`src/rtl/core/atr_pkg.sv`:
```
// Shared constants, types and helper functions of the average true range block.
`timescale 1ns / 1ps

package atr_pkg;

	localparam int PERIOD_MAX   = 64;
	localparam int PRICE_BITS   = 32;
	localparam int PERIOD_REG_W = 7;
	localparam int FIELD_W      = 32;

	localparam logic [PERIOD_REG_W-1:0] PERIOD_RESET = PERIOD_REG_W'(14);

	// divisor width, bar counter width (holds PERIOD_MAX + 1), range sum width;
	// the smoothed ATR can reach the sum width after a period change, so the
	// dividend needs room for it times N-1
	localparam int NW     = $clog2(PERIOD_MAX + 1);
	localparam int CNT_W  = $clog2(PERIOD_MAX + 2);
	localparam int SUM_W  = PRICE_BITS + $clog2(PERIOD_MAX);
	localparam int DIV_W  = SUM_W + $clog2(PERIOD_MAX);
	localparam int PROD_W = SUM_W + NW;
	localparam int STEP_W = $clog2(DIV_W + 1);

	typedef logic [PERIOD_REG_W-1:0] period_reg_t;
	typedef logic [NW-1:0]           period_t;
	typedef logic [CNT_W-1:0]        count_t;
	typedef logic [PRICE_BITS-1:0]   price_t;
	typedef logic [SUM_W-1:0]        sum_t;
	typedef logic [DIV_W-1:0]        dividend_t;
	typedef logic [FIELD_W-1:0]      field_t;

	typedef enum logic [2:0] {
		S_IDLE,
		S_RANGE,
		S_MUL,
		S_DIV,
		S_OUT
	} state_t;

	// period 0 acts as 1, anything above PERIOD_MAX acts as PERIOD_MAX
	function automatic period_t eff_period(input period_reg_t p);
		period_t r;
		if (p == '0) begin
			r = NW'(1);
		end else if (int'(p) > PERIOD_MAX) begin
			r = NW'(PERIOD_MAX);
		end else begin
			r = NW'(p);
		end
		return r;
	endfunction

	function automatic price_t to_price(input field_t v);
		logic [PRICE_BITS+FIELD_W-1:0] w;
		w = {{PRICE_BITS{1'b0}}, v};
		return w[PRICE_BITS-1:0];
	endfunction

	function automatic field_t to_field(input sum_t v);
		logic [SUM_W+FIELD_W-1:0] w;
		w = {{FIELD_W{1'b0}}, v};
		return w[FIELD_W-1:0];
	endfunction

endpackage

```
`src/rtl/core/atr_if.sv`:
```
// Request channel interfaces: price bars in, ATR results out.
`timescale 1ns / 1ps

interface bar_if;
	logic        valid;
	logic        ready;
	logic [31:0] bar_high;
	logic [31:0] bar_low;
	logic [31:0] bar_close;

	modport source (output valid, bar_high, bar_low, bar_close, input ready);
	modport sink   (input valid, bar_high, bar_low, bar_close, output ready);
endinterface

interface atr_if;
	logic        valid;
	logic        ready;
	logic [31:0] atr_value;
	logic        atr_valid;

	modport source (output valid, atr_value, atr_valid, input ready);
	modport sink   (input valid, atr_value, atr_valid, output ready);
endinterface

```
`src/rtl/core/atr_div.sv`:
```
// Iterative restoring divider, one quotient bit per cycle.
`timescale 1ns / 1ps

module atr_div (
	input  logic               clk,
	input  logic               arst_n,
	input  logic               start,
	input  atr_pkg::dividend_t dividend,
	input  atr_pkg::period_t   divisor,
	output logic               done,
	output atr_pkg::dividend_t quotient
);
	import atr_pkg::*;

	logic              busy_q;
	logic              done_q;
	logic [STEP_W-1:0] step_q;
	dividend_t         quo_q;
	period_t           rem_q;
	period_t           dvs_q;

	logic [NW:0] trial;
	logic [NW:0] diff;

	always_comb begin
		trial = {rem_q, quo_q[DIV_W-1]};
		diff  = trial - {1'b0, dvs_q};
	end

	always_ff @(posedge clk or negedge arst_n) begin
		if (!arst_n) begin
			busy_q <= 1'b0;
			done_q <= 1'b0;
			step_q <= '0;
		end else begin
			done_q <= 1'b0;
			if (start) begin
				busy_q <= 1'b1;
				step_q <= STEP_W'(DIV_W);
			end else if (busy_q) begin
				step_q <= step_q - STEP_W'(1);
				if (step_q == STEP_W'(1)) begin
					busy_q <= 1'b0;
					done_q <= 1'b1;
				end
			end
		end
	end

	// dividend shifts out the top while quotient bits shift in at the bottom
	always_ff @(posedge clk) begin
		if (start) begin
			quo_q <= dividend;
			rem_q <= '0;
			dvs_q <= divisor;
		end else if (busy_q) begin
			if (!diff[NW]) begin
				rem_q <= diff[NW-1:0];
				quo_q <= {quo_q[DIV_W-2:0], 1'b1};
			end else begin
				rem_q <= trial[NW-1:0];
				quo_q <= {quo_q[DIV_W-2:0], 1'b0};
			end
		end
	end

	assign done     = done_q;
	assign quotient = quo_q;

endmodule

```
`src/rtl/core/average_true_range.sv`:
```
// Top level: Wilder average true range over a stream of price bars.
`timescale 1ns / 1ps

// One request is one price bar (high, low, close, unsigned Q16.16); each bar
// gives exactly one result. The first bar only stores its close; the next
// N-1 bars add their true range and give an invalid (zero) result; bar N+1 gives
// the plain average of the N true ranges, and every later bar the Wilder
// smoothing (prev_atr*(N-1)+TR)/N, truncated. N is the period register, taken at
// the next bar after a write; 0 acts as 1 and values above 64 act as 64.
// Warm-up bars skip the divider; the bar that gives the first average and
// every smoothing bar (after a multiply step) go through the shared
// 44-step bit-serial divider. A new bar is taken while the previous result
// still sits in the output register; it waits in its last step until that
// result is accepted.

module average_true_range (
	input  logic                 clk,
	input  logic                 arst_n,
	bar_if.sink                  bar,
	atr_if.source                atr,
	input  logic                 cfg_we,
	input  atr_pkg::period_reg_t cfg_wdata
);
	import atr_pkg::*;

	state_t      state_q, state_d;
	period_reg_t period_q;

	price_t      hi_q, lo_q, cl_q;
	period_t     n_q;
	count_t      bar_cnt_q;
	price_t      last_close_q;
	sum_t        range_sum_q;
	sum_t        smoothed_q;
	price_t      tr_q;
	logic        rv_q;

	logic        res_valid_q;
	field_t      res_value_q;
	logic        res_atr_valid_q;

	price_t      top, bottom, tr;
	sum_t        sum_next;
	logic [PROD_W-1:0] prod;
	dividend_t   mul_dividend;
	logic        is_first, is_fill, is_avg;

	logic        accept;
	logic        div_start;
	logic        div_done;
	dividend_t   div_dividend;
	dividend_t   div_quotient;
	logic        out_load;

	assign accept = bar.valid && bar.ready;

	// true range and warm-up classification
	always_comb begin
		top      = (hi_q > last_close_q) ? hi_q : last_close_q;
		bottom   = (lo_q < last_close_q) ? lo_q : last_close_q;
		tr       = top - bottom;
		sum_next = range_sum_q + SUM_W'(tr);
		is_first = (bar_cnt_q == '0);
		is_fill  = !is_first && (bar_cnt_q < CNT_W'(n_q));
		is_avg   = (bar_cnt_q == CNT_W'(n_q));
		prod     = PROD_W'(smoothed_q) * PROD_W'(n_q - NW'(1));
		mul_dividend = DIV_W'(prod + PROD_W'(tr_q));
	end

	// next state
	always_comb begin
		state_d = state_q;
		unique case (state_q)
			S_IDLE: begin
				if (accept) state_d = S_RANGE;
			end
			S_RANGE: begin
				priority if (is_first || is_fill) state_d = S_OUT;
				else if (is_avg)                   state_d = S_DIV;
				else                               state_d = S_MUL;
			end
			S_MUL: begin
				state_d = S_DIV;
			end
			S_DIV: begin
				if (div_done) state_d = S_OUT;
			end
			S_OUT: begin
				if (out_load) state_d = S_IDLE;
			end
			default: state_d = S_IDLE;
		endcase
	end

	// sequencer outputs
	always_comb begin
		bar.ready    = 1'b0;
		div_start    = 1'b0;
		div_dividend = DIV_W'(sum_next);
		out_load     = 1'b0;
		unique case (state_q)
			S_IDLE: begin
				bar.ready = 1'b1;
			end
			S_RANGE: begin
				div_start = is_avg;
			end
			S_MUL: begin
				div_start    = 1'b1;
				div_dividend = mul_dividend;
			end
			S_DIV: begin
			end
			S_OUT: begin
				out_load = !res_valid_q || atr.ready;
			end
			default: begin
			end
		endcase
	end

	always_ff @(posedge clk or negedge arst_n) begin
		if (!arst_n) begin
			state_q      <= S_IDLE;
			period_q     <= PERIOD_RESET;
			bar_cnt_q    <= '0;
			last_close_q <= '0;
			range_sum_q  <= '0;
			smoothed_q   <= '0;
			res_valid_q  <= 1'b0;
		end else begin
			state_q <= state_d;
			if (cfg_we) period_q <= cfg_wdata;

			if (state_q == S_RANGE) begin
				last_close_q <= cl_q;
				priority if (is_first) begin
					bar_cnt_q <= CNT_W'(1);
				end else if (is_fill) begin
					range_sum_q <= sum_next;
					bar_cnt_q   <= bar_cnt_q + CNT_W'(1);
				end else if (is_avg) begin
					range_sum_q <= sum_next;
					bar_cnt_q   <= CNT_W'(n_q) + CNT_W'(1);
				end else begin
					bar_cnt_q   <= CNT_W'(n_q) + CNT_W'(1);
				end
			end

			if (div_done) smoothed_q <= div_quotient[SUM_W-1:0];

			if (out_load) begin
				res_valid_q <= 1'b1;
			end else if (atr.ready) begin
				res_valid_q <= 1'b0;
			end
		end
	end

	always_ff @(posedge clk) begin
		if (accept) begin
			hi_q <= to_price(bar.bar_high);
			lo_q <= to_price(bar.bar_low);
			cl_q <= to_price(bar.bar_close);
			n_q  <= eff_period(period_q);
		end
		if (state_q == S_RANGE) begin
			tr_q <= tr;
			rv_q <= !(is_first || is_fill);
		end
		if (out_load) begin
			res_atr_valid_q <= rv_q;
			res_value_q     <= rv_q ? to_field(smoothed_q) : '0;
		end
	end

	atr_div u_div (
		.clk      (clk),
		.arst_n   (arst_n),
		.start    (div_start),
		.dividend (div_dividend),
		.divisor  (n_q),
		.done     (div_done),
		.quotient (div_quotient)
	);

	assign atr.valid     = res_valid_q;
	assign atr.atr_value = res_value_q;
	assign atr.atr_valid = res_atr_valid_q;

	a_accept_to_range: assert property (@(posedge clk) disable iff (!arst_n)
		accept |=> state_q == S_RANGE)
		else $error("accepted bar did not enter range step");

	a_done_in_div: assert property (@(posedge clk) disable iff (!arst_n)
		div_done |-> state_q == S_DIV)
		else $error("divider finished outside divide state");

	a_invalid_zero: assert property (@(posedge clk) disable iff (!arst_n)
		res_valid_q && !res_atr_valid_q |-> res_value_q == '0)
		else $error("invalid result carries nonzero value");

	a_count_bound: assert property (@(posedge clk) disable iff (!arst_n)
		bar_cnt_q <= CNT_W'(PERIOD_MAX + 1))
		else $error("bar count above saturation");

endmodule

```
`src/flat_wrapper.sv`:
```
// flat-port wrapper written by rule: the top's interface ports become plain ports
module average_true_range_flat import atr_pkg::*;
  (clk, arst_n, cfg_we, cfg_wdata, bar_valid, bar_bar_high, bar_bar_low, bar_bar_close, bar_ready, atr_valid, atr_atr_value, atr_atr_valid, atr_ready);
  bar_if bar_i ();
  atr_if atr_i ();
  input  logic clk;
  input  logic arst_n;
  input  logic cfg_we;
  input  atr_pkg::period_reg_t cfg_wdata;
  input wire logic [$bits(bar_i.valid)-1:0] bar_valid;
  input wire logic [$bits(bar_i.bar_high)-1:0] bar_bar_high;
  input wire logic [$bits(bar_i.bar_low)-1:0] bar_bar_low;
  input wire logic [$bits(bar_i.bar_close)-1:0] bar_bar_close;
  output wire logic [$bits(bar_i.ready)-1:0] bar_ready;
  output wire logic [$bits(atr_i.valid)-1:0] atr_valid;
  output wire logic [$bits(atr_i.atr_value)-1:0] atr_atr_value;
  output wire logic [$bits(atr_i.atr_valid)-1:0] atr_atr_valid;
  input wire logic [$bits(atr_i.ready)-1:0] atr_ready;
  assign bar_i.valid = bar_valid;
  assign bar_i.bar_high = bar_bar_high;
  assign bar_i.bar_low = bar_bar_low;
  assign bar_i.bar_close = bar_bar_close;
  assign bar_ready = bar_i.ready;
  assign atr_valid = atr_i.valid;
  assign atr_atr_value = atr_i.atr_value;
  assign atr_atr_valid = atr_i.atr_valid;
  assign atr_i.ready = atr_ready;
  average_true_range u_core (.clk(clk), .arst_n(arst_n), .bar(bar_i), .atr(atr_i), .cfg_we(cfg_we), .cfg_wdata(cfg_wdata));
endmodule
```
`config.mk`:
```
export PLATFORM = sky130hd
export DESIGN_NAME = average_true_range_flat
export DESIGN_NICKNAME = d
export VERILOG_FILES = /design/src/rtl/core/atr_pkg.sv /design/src/rtl/core/atr_if.sv /design/src/rtl/core/atr_div.sv /design/src/rtl/core/average_true_range.sv /design/src/flat_wrapper.sv
export SDC_FILE = /design/constraint.sdc
export NUM_CORES = 2
export LEC_CHECK = 0
export BUFFER_PORTS_ARGS = -buffer_cell sky130_fd_sc_hd__buf_2
export CAP_MARGIN = 20
export CORE_AREA = 4 4 337 256
export CTS_CLUSTER_SIZE = 40
export DETAILED_ROUTE_END_ITERATION = 10
export DIE_AREA = 0 0 341 260
export PLACE_DENSITY = 0.64
export RECOVER_POWER = 25
export SETUP_SLACK_MARGIN = 0.05
export SYNTH_ARGS = -nofsm -noshare
export SYNTH_HDL_FRONTEND = slang
export SYNTH_SLANG_ARGS = --single-unit
export TNS_END_PERCENT = 50
```
`constraint.sdc`:
```
create_clock -name clk -period 9.48 [get_ports clk]
set_input_delay 1.422 -clock clk [delete_from_list [all_inputs] [get_ports clk]]
set_output_delay 1.422 -clock clk [all_outputs]
set_load 0.01 [all_outputs]
```
* Word level (Yosys, flattened, before mapping)
Index checks and enable logic that the tools add are counted.
Storage, ports and cells: bits in registers 361, output and inout port bits 35
Cells by class: add/subtract/negate cells 8, multipliers 1, magnitude comparators 4, eq/ne operators 9, multiplexer cells 31, bitwise operators 1, reductions and logical operators 16
Operators with widths (count):
- 2-to-1 mux 44 bit | 3
- 2-to-1 mux 38 bit | 2
- 2-to-1 mux 32 bit | 2
- multiplier 38 x 45 -> 44 bit | 1
- adder 44 x 32 -> 44 bit | 1
- adder 38 x 32 -> 38 bit | 1
- greater-than comparator 32 bit | 1
- < comparator 32 bit | 1
- subtractor 32 bit | 1
- 2-to-1 mux 7 bit | 4
- case mux 3 bit (5 select lines) | 1
- adder 7 x 1 -> 7 bit, second input constant | 2
- zero test 7 bit | 2
- 2-to-1 mux 1 bit | 12
- 2-to-1 mux 3 bit | 4
- 2-to-1 mux 6 bit | 2
- subtractor 7 x 1 -> 8 bit, second input constant | 1
- subtractor 8 x 7 -> 8 bit | 1
- equality test 7 bit | 1
- greater-than comparator 7 bit, second input constant | 1
- < comparator 7 bit | 1
- equality test 3 x 2 -> 1 bit, second input constant | 2
- equality test 6 x 1 -> 1 bit, second input constant | 1
- AND reduction 3 bit | 2
- 13 further kinds | 20

* Depth between registers and ports, before layout
depth in word-level cells 6, gate-level depth with buffers 35

* Cells and area by module
From an unflattened synthesis, not the netlist that was laid out.
Unflattened totals: cells, all modules 2853, area total of the unflattened synthesis 29972.5 sq um
Modules (own cells, without submodules):
- average_true_range | times used 1, cells an instance 2625, area each 26863.3 sq um, sequential area each 8231.6 sq um
- atr_div | times used 1, cells an instance 228, area each 3109.2 sq um, sequential area each 1871.8 sq um

* Least setup slack after synthesis
OpenSTA, ideal clock, no wires.
kind register to register, start point register u_core.n_q[3], end point register u_core.u_div.quo_q[43], in the netlist u_core.u_div.quotient[43], data pin, setup time 269 ps, data arrival time 9351 ps, data required time 9211 ps, setup slack -141 ps, cell stages (with the launch flop) 35, buffers on the path 5, period minus slack after synthesis 9621 ps, cells stage by stage edfxtp_1 -> clkbuf_1 -> nor2_1 -> nand3_1 -> nor4_1 -> clkbuf_1 -> clkbuf_1 -> nand2_1 -> fa_1 -> inv_1 -> fa_1 -> inv_1 -> fa_1 -> inv_1 -> fa_1 -> clkbuf_1 -> xor2_1 -> clkbuf_1 -> xor2_1 -> fa_1 -> fa_1 -> inv_1 -> fa_1 -> inv_1 -> ha_1 -> a21oi_1 -> o21a_1 -> o21ai_0 -> o31ai_1 -> a31o_2 -> nor3_1 -> o211ai_1 -> a21oi_1 -> xnor2_1 -> o21ai_0
Between the ends: cells in the longest elaborated chain, start to end 5, elaborated cells on any way between the ends 7, those cells by class add/sub (2); mul (1); eq/ne (1); mux (3)
Ends and longest elaborated chain:
- start, declared | RTL line average_true_range.sv:30 | period_t n_q;
- start signal, assigned | RTL line average_true_range.sv:165 | n_q <= eff_period(period_q);
- subtractor 7 x 1 -> 8 bit | RTL line average_true_range.sv:66 | prod = PROD_W'(smoothed_q) * PROD_W'(n_q - NW'(1));
- multiplier 38 x 45 -> 44 bit | RTL line average_true_range.sv:66
- adder 44 x 32 -> 44 bit | RTL line average_true_range.sv:67 | mul_dividend = DIV_W'(prod + PROD_W'(tr_q));
- 2-to-1 mux 44 bit | RTL line average_true_range.sv:101 | unique case (state_q)
- 2-to-1 mux 44 bit (*) | RTL line atr_div.sv:52 | if (start) begin
- end signal, assigned | RTL line atr_div.sv:53 | quo_q <= dividend;
- end signal, assigned | RTL line atr_div.sv:59 | quo_q <= {quo_q[DIV_W-2:0], 1'b1};
- end signal, assigned | RTL line atr_div.sv:62 | quo_q <= {quo_q[DIV_W-2:0], 1'b0};
- end, declared | RTL line atr_div.sv:18 | dividend_t quo_q;
Mark *: on every way between the ends. The rest lies on a longest branch, timed or not. A chain may end at the register's enable or synchronous reset.

* Final worst setup path
start point register u_core.n_q[1], end point register u_core.u_div.quo_q[41], in the netlist u_core.u_div.quotient[41], data pin
Same word-level chain as after synthesis.

==> reports/results.ini <==
[status]
status=finished, violations left
violations=max-capacitance violations, max-slew violations

[die]
core_sq_um=83220
die_h_um=260
pin_count=143
die_width_um=341
start_util_pct=44.48
dieArea_sq_um=88660
fp-row-count=92

[route]
drt_wl_total_mm=89.41
detail-route-antenna-nets=0
vias_per_cell=5.142
drt_iter0_drc=1800
wire_per_inst_um=17.87
drc=0
vias=25720
firstDrtPassIters=7

[synthesis]
syn_avg_cell_area_sq_um=9.961
synth_top_cell_by_area=fa_1
syn_nets=4614
synth_cell_types=86
synth_edf_count=220
yosysWarnings=0
syn_area_sq_um=37020
synth-main-ff-cell=edfxtp_1
synth.area.top_cells=fa_1, edfxtp_1, ha_1
yosysSeqAreaShare_pct=27.29
synth_seq_cells=361
ys_async_sr_fraction_pct=37.12
synth_most_common_cell=inv_1
netlist_instances=3716
synth_commonest_cells=inv_1, fa_1, nand2_1
synth_top_area_share_pct=25.42

[setup_path]
crit_arrival_ns=9.32
crit_required_ns=9.78
crit_cells=29
crit_fanout=7
reg2regPathDepth=29
cpPeakStageDelay_ns=0.72
crit_path_top_delay_cell=fa_2
end_kind=flip-flop
crit_family=adder cells
startpoint_type=flip-flop
worstSetupPathType=reg2reg
cp.buffers_inverters=8

[cts]
cts_tree=yes
clkSlewWorstSetupHoldPaths_ns=0.07
hold_buffers=0
clk_path_buf_depth=3
h-tree-depth=2
cts_sinks=361
insertion_delay_ns=0.58
root_buffer=clkbuf_16
cts_buffers=42

[place]
placed_cell_area_sq_um=39220
portBuffers=142
gp_congestion=0.8828
hpwl_mm=72.34
post-place-ws_ns=0.2151

[layout]
area_delta_synth_final_pct=9.704
drive_above_1_share_pct=9.241
antenna-diode-count=0
stdcell_area_sq_um=40610
nets=4738
fillers=7740

[timing]
rsz0062_at_grt=yes
hold_viol=0
timing.final.crit_share_pct=95.12
drv_slew=152
setup_violations=0
max_slew_margin_pct=-221.9
tightest_slew_ns=4.829
layout_min_cycle_time_ns=9.017
timing.final.ws_setup_ns=0.4631
max_freq_mhz=110.9
finClkSkew_ns=0.02365

[global_route]
grt_use_total_pct=20.77
globalRouteOverflowTotal=0
grt_pass1_wl_mm=145.9
grt_pass1_vias=26390
grt_max_degree=103
grt_antenna_before_repair=3

[job]
drv_cap=3

[worst_hold_path]
hp-class=reg2reg
hold_path_depth=2

[layout make-up]
type | instances | area, sq um | share of cell area [%]
multi-input combinational | 2532 | 23950 | 58.98
sequential | 361 | 10100 | 24.88
inverter | 695 | 2610 | 6.427
tap | 1128 | 1411 | 3.475
timing repair buffer | 208 | 1182 | 2.912
clock buffer | 54 | 1126 | 2.773
clock inverter | 24 | 224.0 | 0.5515
[metal layers]
metal,track usage (%),routed length (um),vias up
li1,-,-,12270
met1,30.32,42380,12860
met2,33.30,41120,498
met3,2.965,4307,93
met4,4.046,1609,0
met5,0,0,-
[layout by cell type (no fill, tap or decap), types with 117 or more instances in the layout]
cell	Yosys	layout
inv_1	693	693
fa_1	470	468
nand2_1	377	375
ha_1	320	320
edfxtp_1	220	220
o21ai_0	176	175
a21oi_1	154	153
nor2_1	138	137
dfrtp_1	131	131
buf_2	4	128
and2_1	138	117
[worst paths after layout]
check | start | endpoint | slack (ns)
max in group asynchronous | arst_n | u_core.range_sum_q[7] | 4.11
setup / recovery | u_core.n_q[1] | u_core.u_div.quotient[41] | 0.46
hold / removal | u_core.cl_q[11] | u_core.last_close_q[11] | 0.45
min in group asynchronous | arst_n | u_core.period_q[4] | 2.59
hold reg to reg | u_core.cl_q[11] | u_core.last_close_q[11] | 0.45
setup reg to reg | u_core.n_q[1] | u_core.u_div.quotient[41] | 0.46
[worst reg2reg max path: cells and delay by family, from the launching register on]
family	cells	cell delay [ns]
buffers and inverters	8	0.97
flip-flops	1	0.42
AO/OA/AOI/OAI	7	1.93
AND/OR/NAND/NOR	4	0.73
adder cells (fa/ha/maj)	9	4.55
XOR/XNOR	1	0.16
[per-stage QoR]
stage	utilization, %	setup TNS [ns]	hold slack [ns]	std cells
floorplan	-	0	0.4146	3716
global placement	47.10	-4.761	0.4291	4919
detailed placement	47.12	0	0.4401	4921
CTS	48.74	0	0.4547	4999
global route	48.79	0	0.4717	5002
finish	48.79	0	0.4515	5002
[cells by family (layout without fill, tap and decap cells)]
logic type	count (synthesis)	count (layout)	share of synthesized area [%]
AOI/OAI and AO/OA	591	591	10.14
xor gates and xnor gates	181	181	4.303
adders and majority gates	790	790	36.23
buffers and inverters	823	981	8.359
DFF	361	361	27.29
muxes	66	66	1.967
and+or+nand+nor	904	904	11.70
[sequential cells by signal, indices dropped and copies added, names as in the netlist, 3 cells and up]
register	count
u_core.atr.atr_value	32
u_core.bar_cnt_q	7
u_core.last_close_q	32
u_core.n_q	7
u_core.lo_q	32
u_core.u_div.quotient	44
u_core.range_sum_q	38
u_core.state_q	3
u_core.u_div.step_q	6
u_core.period_q	7
u_core.u_div.rem_q	7
u_core.hi_q	32
u_core.cl_q	32
u_core.smoothed_q	38
u_core.tr_q	32
u_core.u_div.dvs_q	7
[repair_timing]
item	in CTS	in global routing
resized for setup	0	11
endpoints found under the setup margin	0	14
setup buffers	0	1
Power is not shown: default switching activity piles up to over one toggle a cycle in this logic, so the estimate is an artifact.
